--- config.mk ---
export PLATFORM = sky130hd
export DESIGN_NAME = readout_stream_decoder_core
export DESIGN_NICKNAME = d
export VERILOG_FILES = /design/src/rsd_pkg.sv /design/src/rsd_front.sv /design/src/rsd_queue.sv /design/src/rsd_back.sv /design/src/readout_stream_decoder_core.sv
export SDC_FILE = /design/constraint.sdc
export NUM_CORES = 1
export LEC_CHECK = 0
export BUFFER_PORTS_ARGS = -buffer_cell sky130_fd_sc_hd__buf_2
export CAP_MARGIN = 0
export CORE_UTILIZATION = 30
export DETAILED_ROUTE_END_ITERATION = 8
export GPL_TIMING_DRIVEN = 0
export HOLD_SLACK_MARGIN = 0.12
export SETUP_SLACK_MARGIN = 0.15
export SYNTH_ARGS = -nofsm -noshare
export SYNTH_HDL_FRONTEND = slang
export SYNTH_SLANG_ARGS = --single-unit
--- constraint.sdc ---
create_clock -name clk -period 7.03 [get_ports clk]
set_input_delay 1.406 -clock clk [delete_from_list [all_inputs] [get_ports clk]]
set_output_delay 1.406 -clock clk [all_outputs]
set_load 0.005 [all_outputs]
--- src/rsd_pkg.sv ---
// Shared types, constants and helpers for the readout stream decoder.
package rsd_pkg;

    typedef enum logic [4:0] {
        KIND_PKT_HDR  = 5'd0,
        KIND_PKT_TAIL = 5'd1,
        KIND_HDR_FIRST = 5'd2,
        KIND_HDR_LAST = 5'd13,
        KIND_CHAN     = 5'd14,
        KIND_TIME     = 5'd15,
        KIND_ADC      = 5'd16,
        KIND_HUFF     = 5'd17,
        KIND_TAIL     = 5'd18,
        KIND_UNKNOWN  = 5'd19
    } kind_e;

    localparam logic [31:0] PKT_HDR_WORD  = 32'hFFFF_FFFF;
    localparam logic [31:0] PKT_TAIL_WORD = 32'hE000_0000;
    localparam int unsigned HUFF_BITS = 15;

    typedef struct packed {
        logic [4:0]  word_kind;
        logic [5:0]  channel;
        logic [11:0] sample;
        logic        sample_valid;
        logic        format_violation;
        logic        bad_frame;
        logic        huffman_error;
        logic        module_closed;
        logic        checksum_match;
        logic        module_full;
        logic [4:0]  slot;
        logic        last;
    } result_t;

    // Front-to-back item: one classified half or packet word
    typedef struct packed {
        logic [4:0]  kind;
        logic [15:0] half;
        logic        viol;
        logic        is_last;
    } item_t;

    function automatic logic [19:0] allowed_prev(input logic [4:0] k);
        logic [19:0] r;
        r = '0;
        unique case (k)
            5'd0:  r = 20'h00002;
            5'd1:  r = 20'h74000;
            5'd2:  r = 20'h74001;
            5'd3:  r[2] = 1'b1;
            5'd4:  r[3] = 1'b1;
            5'd5:  r[4] = 1'b1;
            5'd6:  r[5] = 1'b1;
            5'd7:  r[6] = 1'b1;
            5'd8:  r[7] = 1'b1;
            5'd9:  r[8] = 1'b1;
            5'd10: r[9] = 1'b1;
            5'd11: r[10] = 1'b1;
            5'd12: r[11] = 1'b1;
            5'd13: r[12] = 1'b1;
            5'd14: r = 20'h46000;
            5'd15: r = 20'h44000;
            5'd16: r = 20'h3C000;
            5'd17: r = 20'h30000;
            5'd18: r = 20'h30000;
            default: r = '0;
        endcase
        return r;
    endfunction

    function automatic logic violates(input logic [4:0] k, input logic [4:0] p);
        logic [19:0] a;
        a = allowed_prev(k);
        if (p > 5'd19)
            return 1'b1;
        return ~a[p];
    endfunction

endpackage

--- src/rsd_front.sv ---
// Front end: splits words into halves, runs the header counter and checks kind order.
module rsd_front (
    input  logic           clk,
    input  logic           rst_n,
    input  logic           s_tvalid,
    output logic           s_tready,
    input  logic [31:0]    s_tdata,
    output logic           q_valid,
    input  logic           q_ready,
    output rsd_pkg::item_t q_item
);
    import rsd_pkg::*;

    logic [31:0] word_reg, word_next;
    logic        busy_reg, busy_next;
    logic        phase_reg, phase_next;
    logic [3:0]  step_reg, step_next;
    logic [4:0]  prev_reg, prev_next;

    logic        is_phdr, is_ptail;
    logic [15:0] h;
    logic [4:0]  kind;
    logic        viol;

    assign s_tready = !busy_reg || (q_ready && (phase_reg || is_phdr || is_ptail));
    assign is_phdr  = word_reg == PKT_HDR_WORD;
    assign is_ptail = word_reg == PKT_TAIL_WORD;
    assign h        = phase_reg ? word_reg[31:16] : word_reg[15:0];

    always_comb
    begin
        step_next = step_reg;
        if (is_phdr)
            kind = KIND_PKT_HDR;
        else if (is_ptail)
            kind = KIND_PKT_TAIL;
        else if (h == 16'hFFFF && !phase_reg && step_reg == 4'd0)
        begin
            kind = KIND_HDR_FIRST;
            step_next = 4'd1;
        end
        else if (h[15:12] == 4'hF && step_reg > 4'd0 && step_reg < 4'd12
                 && step_reg[0] == phase_reg)
        begin
            kind = KIND_HDR_FIRST + {1'b0, step_reg};
            step_next = (step_reg == 4'd11) ? 4'd0 : step_reg + 4'd1;
        end
        else
        begin
            step_next = 4'd0;
            if (h[15:12] == 4'h1)
                kind = KIND_CHAN;
            else if (h[15:14] == 2'b01)
                kind = KIND_TIME;
            else if (h[15:12] == 4'h2)
                kind = KIND_ADC;
            else if (h[15])
                kind = KIND_HUFF;
            else if (h[15:12] == 4'h3)
                kind = KIND_TAIL;
            else
                kind = KIND_UNKNOWN;
        end
        viol = violates(kind, prev_reg);
        prev_next = prev_reg;
        // Out-of-order module header words after the first leave the previous kind alone
        if (!(kind > KIND_HDR_FIRST && kind <= KIND_HDR_LAST && viol))
            prev_next = kind;
    end

    assign q_valid = busy_reg;
    assign q_item  = '{kind: kind, half: h, viol: viol,
                       is_last: phase_reg || is_phdr || is_ptail};

    always_comb
    begin
        word_next  = word_reg;
        busy_next  = busy_reg;
        phase_next = phase_reg;
        if (busy_reg && q_ready)
        begin
            if (q_item.is_last)
                busy_next = 1'b0;
            else
                phase_next = 1'b1;
        end
        if (s_tvalid && s_tready)
        begin
            word_next  = s_tdata;
            busy_next  = 1'b1;
            phase_next = 1'b0;
        end
    end

    always_ff @(posedge clk or negedge rst_n)
    begin
        if (!rst_n)
        begin
            busy_reg  <= 1'b0;
            phase_reg <= 1'b0;
            step_reg  <= 4'd0;
            prev_reg  <= KIND_UNKNOWN;
        end
        else
        begin
            busy_reg  <= busy_next;
            phase_reg <= phase_next;
            if (busy_reg && q_ready)
            begin
                step_reg <= is_phdr || is_ptail ? step_reg : step_next;
                prev_reg <= prev_next;
            end
        end
    end

    always_ff @(posedge clk)
    begin
        word_reg <= word_next;
    end

endmodule

--- src/rsd_queue.sv ---
// Two-entry queue between the front and back ends.
module rsd_queue (
    input  logic           clk,
    input  logic           rst_n,
    input  logic           in_valid,
    output logic           in_ready,
    input  rsd_pkg::item_t in_item,
    output logic           out_valid,
    input  logic           out_ready,
    output rsd_pkg::item_t out_item
);
    import rsd_pkg::*;

    item_t       mem_reg [2];
    logic        wptr_reg, rptr_reg;
    logic [1:0]  count_reg;
    logic        push, pop;

    assign in_ready  = count_reg != 2'd2;
    assign out_valid = count_reg != 2'd0;
    assign out_item  = mem_reg[rptr_reg];
    assign push      = in_valid && in_ready;
    assign pop       = out_valid && out_ready;

    always_ff @(posedge clk or negedge rst_n)
    begin
        if (!rst_n)
        begin
            wptr_reg  <= 1'b0;
            rptr_reg  <= 1'b0;
            count_reg <= 2'd0;
        end
        else
        begin
            if (push)
                wptr_reg <= ~wptr_reg;
            if (pop)
                rptr_reg <= ~rptr_reg;
            count_reg <= count_reg + {1'b0, push} - {1'b0, pop};
        end
    end

    always_ff @(posedge clk)
    begin
        if (push)
            mem_reg[wptr_reg] <= in_item;
    end

endmodule

--- src/rsd_back.sv ---
// Back end: decodes items, keeps module state and expands compressed samples.
module rsd_back (
    input  logic            clk,
    input  logic            rst_n,
    input  logic            q_valid,
    output logic            q_ready,
    input  rsd_pkg::item_t  q_item,
    output logic            m_valid,
    input  logic            m_ready,
    output rsd_pkg::result_t m_result
);
    import rsd_pkg::*;

    logic        done_reg;
    logic [4:0]  slot_reg;
    logic [23:0] frame_reg, hsum_reg, rsum_reg;
    logic [11:0] last_reg;
    logic [5:0]  chan_reg;
    logic        cip_reg;

    // Huffman expansion: pending one-bits scanned from bit 0 upward
    logic        hbusy_reg;
    logic [14:0] hbits_reg;
    item_t       hitem_reg;

    result_t     out_reg;
    logic        oval_reg;
    logic        can_emit;

    assign can_emit = !oval_reg || m_ready;
    assign m_valid  = oval_reg;
    assign m_result = out_reg;
    assign q_ready  = can_emit && !hbusy_reg;

    // Lowest pending one-bit and the zero run above it
    logic [3:0]  lo_pos;
    logic        found;
    logic [3:0]  zrun;
    logic [14:0] rest;
    logic [11:0] diff;
    logic        herr;
    always_comb
    begin
        lo_pos = 4'd0;
        for (int i = HUFF_BITS - 1; i >= 0; i--)
            if (hbits_reg[i])
                lo_pos = 4'(i);
        rest = hbits_reg & ~(15'd1 << lo_pos);
        // zeros above this one-bit count up to next higher one-bit
        zrun = 4'd0;
        found = 1'b0;
        for (int k = 0; k < HUFF_BITS; k++)
            if (4'(k) > lo_pos && hitem_reg.half[k] && !found)
            begin
                zrun  = 4'(k) - lo_pos - 4'd1;
                found = 1'b1;
            end
        if (!found)
            zrun = 4'd14 - lo_pos;
        herr = zrun > 4'd6;
        if (herr)
            diff = 12'd0;
        else if (zrun[0])
            diff = 12'd0 - 12'({1'b0, zrun[3:1]} + 4'd1);
        else
            diff = 12'({1'b0, zrun[3:1]});
    end

    logic [23:0] lo24, hi24;
    assign lo24 = {12'd0, q_item.half[11:0]};
    assign hi24 = {q_item.half[11:0], 12'd0};

    always_ff @(posedge clk or negedge rst_n)
    begin
        if (!rst_n)
        begin
            done_reg  <= 1'b0;
            slot_reg  <= 5'd0;
            frame_reg <= 24'd0;
            hsum_reg  <= 24'd0;
            rsum_reg  <= 24'd0;
            last_reg  <= 12'd0;
            chan_reg  <= 6'd0;
            cip_reg   <= 1'b0;
            hbusy_reg <= 1'b0;
            hbits_reg <= 15'd0;
            hitem_reg <= '0;
            out_reg   <= '0;
            oval_reg  <= 1'b0;
        end
        else if (can_emit)
        begin
            if (hbusy_reg)
            begin
                logic [11:0] ns;
                ns = last_reg + diff;
                last_reg  <= ns;
                hbits_reg <= rest;
                hbusy_reg <= rest != 15'd0;
                oval_reg  <= 1'b1;
                out_reg   <= '{word_kind: KIND_HUFF, channel: chan_reg, sample: ns,
                               sample_valid: 1'b1, format_violation: hitem_reg.viol,
                               bad_frame: 1'b0, huffman_error: herr,
                               module_closed: 1'b0, checksum_match: 1'b0,
                               module_full: 1'b0, slot: slot_reg,
                               last: hitem_reg.is_last && rest == 15'd0};
            end
            else if (q_valid)
            begin
                result_t r;
                logic    hdr_ok;
                r = '{word_kind: q_item.kind, channel: chan_reg, sample: 12'd0,
                      sample_valid: 1'b0, format_violation: q_item.viol,
                      bad_frame: 1'b0, huffman_error: 1'b0, module_closed: 1'b0,
                      checksum_match: 1'b0, module_full: 1'b0, slot: slot_reg,
                      last: q_item.is_last};
                hdr_ok = !q_item.viol;
                oval_reg <= !(q_item.kind == KIND_HUFF && q_item.half[14:0] != 15'd0);
                if (q_item.kind == KIND_PKT_HDR)
                begin
                    r.module_closed  = cip_reg;
                    r.checksum_match = cip_reg && hsum_reg == rsum_reg;
                    r.slot = cip_reg ? slot_reg : 5'd0;
                    slot_reg <= 5'd0;
                    frame_reg <= 24'd0;
                    hsum_reg <= 24'd0;
                    rsum_reg <= 24'd0;
                    last_reg <= 12'd0;
                    done_reg <= 1'b0;
                    cip_reg  <= 1'b0;
                end
                else if (q_item.kind == KIND_PKT_TAIL)
                begin
                end
                else if (q_item.kind == KIND_HDR_FIRST)
                begin
                    if (done_reg)
                    begin
                        r.module_closed  = 1'b1;
                        r.checksum_match = hsum_reg == rsum_reg;
                        slot_reg <= 5'd0;
                        frame_reg <= 24'd0;
                        hsum_reg <= 24'd0;
                        rsum_reg <= 24'd0;
                        last_reg <= 12'd0;
                        done_reg <= 1'b0;
                        cip_reg  <= 1'b1;
                    end
                end
                else if (q_item.kind <= KIND_HDR_LAST)
                begin
                    if (hdr_ok)
                    begin
                        unique case (q_item.kind)
                            5'd3:
                            begin
                                slot_reg <= q_item.half[4:0];
                                r.slot = q_item.half[4:0];
                                r.module_full = q_item.half[11];
                            end
                            5'd8:  frame_reg <= frame_reg + hi24;
                            5'd9:  frame_reg <= frame_reg + lo24;
                            5'd10: hsum_reg <= hsum_reg + hi24;
                            5'd11: hsum_reg <= hsum_reg + lo24;
                            5'd13: done_reg <= 1'b1;
                            default: ;
                        endcase
                    end
                end
                else
                begin
                    rsum_reg <= rsum_reg + {8'd0, q_item.half};
                    if (q_item.kind == KIND_CHAN)
                    begin
                        chan_reg <= q_item.half[5:0];
                        r.channel = q_item.half[5:0];
                        r.bad_frame = q_item.half[11:6] != frame_reg[5:0];
                        last_reg <= 12'd0;
                    end
                    else if (q_item.kind == KIND_ADC || q_item.kind == KIND_TAIL)
                    begin
                        last_reg <= q_item.half[11:0];
                        r.sample = q_item.half[11:0];
                        r.sample_valid = 1'b1;
                    end
                    else if (q_item.kind == KIND_HUFF && q_item.half[14:0] != 15'd0)
                    begin
                        hbusy_reg <= 1'b1;
                        hbits_reg <= q_item.half[14:0];
                        hitem_reg <= q_item;
                    end
                end
                out_reg <= r;
            end
            else
                oval_reg <= 1'b0;
        end
    end

endmodule

--- src/readout_stream_decoder_core.sv ---
// Top level of the readout stream decoder.
// A word is held in the front end register, queued, and its first result is registered in the
// back end output; a compressed low half with one-bits first loads the expansion registers.
// Each split word yields two queue items and each packet word one; a compressed half with
// one-bits yields one result per sample from the back end loop, which holds off the queue.
// Reset: rst_n asynchronous, clears header counter, module state and queue.
module readout_stream_decoder_core (
    input  logic        clk,
    input  logic        rst_n,
    input  logic        s_tvalid,
    output logic        s_tready,
    input  logic [31:0] s_tdata,    // data_word
    output logic        m_tvalid,
    input  logic        m_tready,
    output logic [31:0] m_tdata,    // channel, sample, sample_valid,
                                    // format_violation, bad_frame, huffman_error,
                                    // module_closed, checksum_match, module_full,
                                    // slot, zero pad
    output logic [4:0]  m_tuser,    // word_kind
    output logic        m_tlast
);
    import rsd_pkg::*;

    logic    fq_valid, fq_ready, qb_valid, qb_ready;
    item_t   fq_item, qb_item;
    result_t res;

    rsd_front u_front (
        .clk(clk), .rst_n(rst_n), .s_tvalid(s_tvalid), .s_tready(s_tready),
        .s_tdata(s_tdata), .q_valid(fq_valid), .q_ready(fq_ready), .q_item(fq_item)
    );

    rsd_queue u_queue (
        .clk(clk), .rst_n(rst_n), .in_valid(fq_valid), .in_ready(fq_ready),
        .in_item(fq_item), .out_valid(qb_valid), .out_ready(qb_ready),
        .out_item(qb_item)
    );

    rsd_back u_back (
        .clk(clk), .rst_n(rst_n), .q_valid(qb_valid), .q_ready(qb_ready),
        .q_item(qb_item), .m_valid(m_tvalid), .m_ready(m_tready), .m_result(res)
    );

    assign m_tdata = {2'd0, res.slot, res.module_full, res.checksum_match,
                      res.module_closed, res.huffman_error, res.bad_frame,
                      res.format_violation, res.sample_valid, res.sample,
                      res.channel};
    assign m_tuser = res.word_kind;
    assign m_tlast = res.last;

endmodule

==> results.md, run 1 <==
* Register area share after synthesis at 43.08%
* Post-route ant nets at 0
* Critical path class: reg -> reg
* Die area at 50600 µm²
* CTS tree: built
* Final hold slack at 472.7 ps
* Slew HR at 11.25%
* Syn_area_per_cell at 9.451 µm²
* Fin. Hold Viols at 0
* Sink Count at about 240
* Final setup fails at 0
* Htree depth at 1
* R2R depth at 33
* Via count at between 10k and 15k
* Antenna cells at 0
* Synth Flop Type: dfrtp_1
* Unrepaired setup endpoints after global routing: false
* Synth warn at 0
* Drc violations at 0
* Area of the multi-input gates at 8249 µm²
* Routed wire length at between 40 and 50 mm
* Gr usage total at 17.86%
* Hold Startpoint: u_back.m_result[17]$_DFFE_PN0P_
* RePlAce Congestion at between 0.9 and 1
* Worst setup EP type: flip-flop
* Most frequent cells in the layout: nand2_1 (162), dfrtp_1 (155), o21ai_0 (133), nor2_1 (113), a21oi_1 (91)
* Arr. time, crit path at slightly above 7000 ps
* FF/Latch Area at 6431 µm²
* Die Ht at 225.0 µm
* IO Port Bufs at 73
* Clk Latency, worst-skew pair at 570 ps
* Grt ovf at 0
* End of the worst hold path: u_back.m_result[17]$_DFFE_PN0P_
* Post-synth EDFFs at 78
* Final clock skew at roughly 14 ps
* Initial antenna violation count at 0
* Least-Margin Pin Slew at 1294 ps
* # IOs at 76
* Max Freq at ~150 MHz
* Req. time, crit path at 7470 ps
* Largest net degree at the start of global routing at 98
* Wl on met1 at 20.83 mm
* Startpoint Class: flip-flop
* Biggest cell delay along the critical path at ~460 ps
* Worst-path clk slew at about 70 ps
* Synth Instances at around 1.6k
* Max Cap Viol at 0
* Max reg flops at 46
* Final HPWL DP at 33.60 mm
* Vias in the first global route at 12.46k
* Worst-path fanout max at 7
* Crit path launch: u_back.hbits_reg[6]$_DFFE_PN0P_
* Cell Area, Synth at 14910 µm²
* Worst R2R Start: u_back.hbits_reg[6]$_DFFE_PN0P_
* Seq cells post-synth at 241
* Hold depth at 2
* R2R setup slack at 410 ps
* Row count at 81
* # nets final at 1845
* Synth cell types at 84
* Worst path slowest cell: dfrtp_2
* Chip width at 225.0 µm
* Async set-reset flop share out of synthesis at 67.63%
* Dpl cells at 2320
* Most common cell after layout, fill and taps aside: nand2_1
* FILL cells at 4868
* Status: completed
* Metal2 WL at 20.19 mm
* Share of layout cells above drive strength 1 at 15.83%
* Fin crit period at roughly 6600 ps
* Wire per inst at 18.87 µm
* DR WL met3 at 2.926 mm
* Non-filler cells, final at 2408
* Root Driver: clkbuf_16
* Starting DRT DRC Count at ~1.2k
* Drt pass-1 iters at 5
* Slew Limit Fails at 0
* RR Endpoint: u_back.last_reg[11]$_DFFE_PN0P_
* Initial Util at just over 30%
* Clock tree buffer depth at 3
* Highest Signal Layer: met4
* Final worst path period share at 94.20%
* Core Area at between 40000 and 50000 µm²
* TritonCTS Buffers at 28
* Area growth from synthesis to layout at 18.79%
* Worst hold path type: reg -> reg
* Via density at 5.351
* Most frequent CP cell: a21o_1
* Global-route wire length before repair at 70.91 mm
* Final core utilization at 36.19%
-- repair_timing --
item	CTS	global route
resized for setup	47	50
setup buffers	15	21
setup endpoints to repair	21	10
pin swaps	10	22
hold endpoints to repair	0	0
hold buffers	0	0
-- cells in the mapped netlist, types with 7 or more instances --
cell,instances,area [µm²]
o21bai_1,9,67.56
mux2_2,24,270.3
o22ai_1,14,87.58
xnor2_1,57,499.2
and2_1,8,50.05
and4_1,8,70.07
a22oi_1,15,112.6
nor4_1,19,118.9
o21ai_0,143,715.7
nor3b_1,10,75.07
a211oi_1,9,67.56
clkbuf_1,43,161.4
buf_1,7,26.28
a31oi_1,19,118.9
a21oi_1,100,500.5
a221oi_1,7,61.31
a22o_1,32,280.3
nor3_1,35,175.2
o21ai_1,8,40.04
inv_1,80,300.3
dfrtp_1,160,4004
nand3_1,35,175.2
nor2b_1,19,118.9
o211ai_1,10,75.07
xor2_1,25,219.0
nand2b_1,16,100.1
mux2i_1,27,270.3
a21o_1,23,172.7
ha_1,82,1026
and3_1,11,68.82
edfxtp_1,78,2342
o31ai_1,19,142.6
a21boi_0,8,60.06
nor2_1,115,431.7
or3_1,9,56.30
nand2_1,165,619.3
nand4_1,22,137.6
-- cells by family after synthesis --
family                   synth area share (%)
buffers and inverters                   3.574
flip-flops                              43.08
multiplexers                            3.624
XOR/XNOR                                5.034
adder cells (fa/ha/maj)                 7.551
AND/OR/NAND/NOR                         16.09
AO/OA/AOI/OAI                           21.02
other                                 0.02515
-- critical path, delay by kind of cell (launching register included) --
family,cells,cell delay [ps]
AO/OA/AOI/OAI,16,3420
AND/OR/NAND/NOR,7,1210
adder cells (fa/ha/maj),3,600
XOR/XNOR,3,470
flip-flops,1,460
buffers and inverters,4,310
-- area by class of cell --
cell class,count,area share [%]
Sequential cell,241,36.30
Clock buffer,32,4.153
Inverter,82,1.794
Buffer,56,1.519
Multi-Input combinational cell,1200,46.57
Clock inverter,20,0.9394
Tap cell,664,4.690
Timing Repair Buffer,113,4.033
-- how the worst max path moves through the flow --
stage | to | slack, ps
after floorplan | u_back.last_reg[11]$_DFFE_PN0P_ | 300
after global placement | u_back.m_result[24]$_DFFE_PN0P_ | -1100
after detailed placement | u_back.last_reg[11]$_DFFE_PN0P_ | -1160
after CTS | u_back.last_reg[11]$_DFFE_PN0P_ | 150
after global routing | u_back.m_result[23]$_DFFE_PN0P_ | 110
final | u_back.last_reg[11]$_DFFE_PN0P_ | 410
-- stage by stage --
stage | setup TNS [ps] | instance area, µm² | worst slack, ps
after CTS | 0 | 17390 | 148.4
after global placement | -10500 | 16110 | -1095
after detailed placement | -11860 | 16200 | -1156
final | 0 | 17710 | 407.7
after global routing | 0 | 17710 | 107.6
after floorplan | 0 | 14920 | 297.7
-- routing by layer --
metal | vias to the layer above | global-route usage, %
met1 | 6262 | 24.80
li1 | 6113 | -
met2 | 423 | 27.93
met4 | 0 | 5.969
met3 | 87 | 3.181
met5 | - | 0
Power of run 1 is left out: the tool's default activity adds up to more than one toggle a clock period on the data nets, which glitch-free logic cannot reach.
==> run 2: changes to the inputs <==
Settings changed: MAX_ROUTING_LAYER set to met4.
==> results.md, run 2 (synthesis results as in run 1) <==
* Root Driver: clkbuf_16
* Least-Margin Pin Slew at 1330 ps
* Max Freq at 150.2 MHz
* Slew HR at approximately 8.8%
* Routed wire length at 45.93 mm
* IO Port Bufs at 73
* Die Ht at 225.0 µm
* Req. time, crit path at between 7000 and 8000 ps
* # nets final at 1861
* Wire per inst at 18.95 µm
* Final worst path period share at 94.71%
* Non-filler cells, final at between 2k and 2.5k
* Hold Startpoint: u_back.m_result[20]$_DFFE_PN0P_
* Via count at 12.94k
* Post-route setup TNS at 0 ps
* Area of the multi-input gates at slightly above 8000 µm²
* Fin crit period at around 6700 ps
* Worst hold path type: reg -> reg
* RePlAce Congestion at between 0.9 and 1
* Share of layout cells above drive strength 1 at about 17%
* # IOs at between 70 and 80
* Slew Limit Fails at 0
* Most common cell after layout, fill and taps aside: nand2_1
* Biggest cell delay along the critical path at around 450 ps
* Row count at 81
* Drc violations at 0
* Startpoint Class: flip-flop
* Max reg flops at 46
* Worst-path fanout max at 10
* Max Cap Viol at 0
* Unrepaired setup endpoints after global routing: false
* Fin. Hold Viols at 0
* FILL cells at 4878
* Arr. time, crit path at a little over 7000 ps
* Area growth from synthesis to layout at 19.87%
* Global-route wire length before repair at just over 70 mm
* Htree depth at 1
* Most frequent cells in the layout: nand2_1 (162), dfrtp_1 (153), o21ai_0 (134), nor2_1 (112), a21oi_1 (89)
* Vias in the first global route at 12.54k
* Chip width at 225.0 µm
* Post-route ant nets at 0
* Critical path class: reg -> reg
* FF/Latch Area at around 6400 µm²
* Die area at 50600 µm²
* Final hold slack at about 480 ps
* Largest net degree at the start of global routing at 94
* Clock tree buffer depth at 3
* Worst R2R Start: u_back.hbits_reg[6]$_DFFE_PN0P_
* Sink Count at 241
* Final setup fails at 0
* Dpl cells at 2320
* Most frequent CP cell: a21o_1
* Worst setup EP type: flip-flop
* CTS tree: built
* TritonCTS Buffers at 27
* Via density at 5.338
* Initial Util at 30.47%
* Drt pass-1 iters at 5
* Core Area at 48950 µm²
* Worst-path clk slew at around 70 ps
* Gr usage total at 18.59%
* Starting DRT DRC Count at 1161
* Crit path launch: u_back.hbits_reg[6]$_DFFE_PN0P_
* Clk Latency, worst-skew pair at 550 ps
* Final HPWL DP at 34.10 mm
* Status: completed
* Worst path slowest cell: dfrtp_2
* Final clock skew at 10.48 ps
* Initial antenna violation count at 0
* Grt ovf at 0
==> run 2: changes by cell type in the layout (fill, tap and decap cells not counted), sizes merged <==
cell / change
clkbuf: +4
diode: +1
buf: +17
bufinv: +2
clkinv: -4
inv: -2
clkinvlp: -2
==> run 2: metal layers <==
layer  vias up  routed length (µm)  global-route usage, %
met5         -                   0                      -
met4         0                1604                  6.693
met3        92                2869                  2.581
met2       460               20630                  28.33
met1      6240               20830                  25.16
li1       6148                   -                      -
==> run 2: through the flow <==
| stage | setup slack [ps] | util [%] | area [µm²] |
|---|---|---|---|
| after floorplan | 297.7 | - | 14920 |
| after global placement | -921.9 | 32.92 | 16110 |
| after detailed placement | -1087 | 33.10 | 16200 |
| after CTS | 153.5 | 35.45 | 17350 |
| after global routing | 71.66 | 36.51 | 17870 |
| final | 372.0 | 36.52 | 17880 |
==> run 2: path summary, 6_finish.rpt <==
| kind | to | slack (ps) | depth (start not counted) |
|---|---|---|---|
| max | u_back.m_result[24]$_DFFE_PN0P_ | 370 | 35 |
| min | u_back.m_result[20]$_DFFE_PN0P_ | 480 | 2 |
| max reg2reg | u_back.m_result[24]$_DFFE_PN0P_ | 370 | 35 |
| min reg2reg | u_back.m_result[20]$_DFFE_PN0P_ | 480 | 2 |
| max in group asynchronous | u_back.hbits_reg[11]$_DFFE_PN0P_ | 5280 | 2 |
| min in group asynchronous | u_back.frame_reg[2]$_DFFE_PN0P_ | 900 | 1 |
==> run 2: area by class of cell <==
| cell class | instances | share of cell area [%] |
|---|---|---|
| Tap cell | 664 | 4.648 |
| Inverter | 82 | 1.792 |
| Multi-Input combinational cell | 1200 | 46.04 |
| Clock buffer | 36 | 4.305 |
| Buffer | 56 | 1.505 |
| Timing Repair Buffer | 130 | 4.781 |
| Sequential cell | 241 | 35.99 |
| Clock inverter | 14 | 0.9239 |
| Antenna cell | 1 | 0.01400 |
==> run 2: what timing repair did <==
item,in CTS,in global routing
gates resized for setup,37,66
hold buffers,0,0
endpoints found under the hold margin,0,0
pin swaps,11,43
endpoints found under the setup margin,19,12
buffers inserted,13,40
==> run 2: worst max-delay path: cells and delay by family, from the launching register on <==
kind / cells / cell delay [ps]
AOI/OAI and AO/OA: 16 / 2870
xor gates and xnor gates: 2 / 330
adders and majority gates: 3 / 690
buffers and inverters: 6 / 740
DFF: 1 / 450
and+or+nand+nor: 8 / 1430
Power of run 2 is left out for the same reason.
==> run 3: changes to the inputs <==
Settings changed: CORE_ASPECT_RATIO set to 0.75.
==> results.md, run 3 (synthesis results as in run 1) <==
* RePlAce Congestion at ~0.94
* Antenna cells at 0
* Core Area at 48870 µm²
* Share of layout cells above drive strength 1 at around 17%
* Slew Limit Fails at 0
* Post-route ant nets at 0
* Final HPWL DP at roughly 35 mm
* Area of the multi-input gates at 8338 µm²
* TritonCTS Buffers at 25
* Unrepaired setup endpoints after global routing: false
* Routed wire length at 47.39 mm
* Worst-path fanout max at 12
* Most frequent cells in the layout: nand2_1 (160), dfrtp_1 (154), o21ai_0 (132), nor2_1 (113), a21oi_1 (90)
* Grt ovf at 0
* Fin crit period at 6680 ps
* Largest net degree at the start of global routing at 105
* Die Ht at 195.1 µm
* Via count at 13.11k
* Htree depth at 1
* FF/Latch Area at 6432 µm²
* Global-route wire length before repair at 73.35 mm
* Max reg flops at 46
* Gr usage total at 19.07%
* # IOs at 76
* Max Cap Viol at 0
* Fin. Hold Viols at 0
* Worst path slowest cell: or4_4
* Vias in the first global route at approximately 12k
* Final setup fails at 0
* Drc violations at 0
* Hold buffers post-CTS at 0
* Clk Latency, worst-skew pair at 550 ps
* IO Port Bufs at 73
* Status: completed
* Initial Util at 30.51%
* Row count at 70
* FILL cells at 4922
* Via density at approximately 5.5
* Most common cell after layout, fill and taps aside: nand2_1
* Die area at just over 50000 µm²
* Biggest cell delay along the critical path at 600 ps
* Worst setup EP type: flip-flop
* CTS tree: built
* Slew HR at under 10%
* Critical path class: reg -> reg
* Root Driver: clkbuf_16
* Initial antenna violation count at 0
* Chip width at 259.5 µm
* Worst hold path type: reg -> reg
* Drt pass-1 iters at 6
* Area growth from synthesis to layout at 19.53%
* Startpoint Class: flip-flop
* Final core utilization at 36.47%
* Wire per inst at a little under 20 µm
* Least-Margin Pin Slew at 1314 ps
* Max Freq at 149.7 MHz
* Sink Count at 241
* # nets final at 1851
* Clock tree buffer depth at 3
* Final worst path period share at 95.03%
* Final clock skew at 26.91 ps
* Req. time, crit path at ~7500 ps
* Starting DRT DRC Count at about 1.2k
* Worst-path clk slew at ~60 ps
* Arr. time, crit path at 7100 ps
-- run 3: what timing repair did --
action / in CTS / in global routing
endpoints found under the setup margin: 22 / 12
gates resized for setup: 54 / 63
pin swaps: 16 / 41
endpoints found under the hold margin: 0 / 0
setup buffers: 24 / 22
-- run 3: area by class of cell --
| class | instances | area share [%] |
|---|---|---|
| Timing Repair Buffer | 122 | 4.366 |
| Buffer | 56 | 1.523 |
| Tap cell | 648 | 4.548 |
| Sequential cell | 241 | 36.08 |
| Inverter | 82 | 1.811 |
| Clock buffer | 34 | 3.987 |
| Clock inverter | 11 | 0.9055 |
| Multi-Input combinational cell | 1200 | 46.77 |
-- run 3: path summary, 6_finish.rpt --
kind	slack (ps)	from	cells past startpoint	endpoint
setup / recovery	350	u_back.hbits_reg[8]$_DFFE_PN0P_	33	u_back.last_reg[11]$_DFFE_PN0P_
hold / removal	470	u_back.m_result[8]$_DFFE_PN0P_	2	u_back.m_result[8]$_DFFE_PN0P_
min in group asynchronous	800	rst_n	1	u_front.step_reg[1]$_DFFE_PN0P_
setup reg to reg	350	u_back.hbits_reg[8]$_DFFE_PN0P_	33	u_back.last_reg[11]$_DFFE_PN0P_
hold reg to reg	470	u_back.m_result[8]$_DFFE_PN0P_	2	u_back.m_result[8]$_DFFE_PN0P_
max in group asynchronous	5290	rst_n	2	u_back.m_result[18]$_DFFE_PN0P_
-- run 3: per-layer routing --
metal	share of wire, %	global-route usage (%)
met3	9.2	4.803
met1	49	28.71
met4	2.2	3.987
met5	0	-
met2	40	25.18
-- run 3: critical path, delay by kind of cell (launching register included) --
family / cells / cell delay [ps]
buf+inv: 8 / 1060
flops: 1 / 440
xor+xnor: 2 / 300
simple gates: 7 / 1490
fa+ha+maj: 2 / 500
compound gates: 14 / 2740
-- run 3: per-stage QoR --
stage	worst slack (ps)	area [µm²]	std cells	TNS, ps	hold slack, ps
floorplan	297.7	14920	1579	0	442.4
global placement	-1222	16090	2300	-12820	456.4
detailed placement	-1285	16170	2303	-13770	461.5
CTS	129.9	17430	2372	0	479.7
global route	65.19	17830	2394	0	499.1
finish	349.7	17830	2394	0	473.2
Power of run 3 is left out for the same reason.
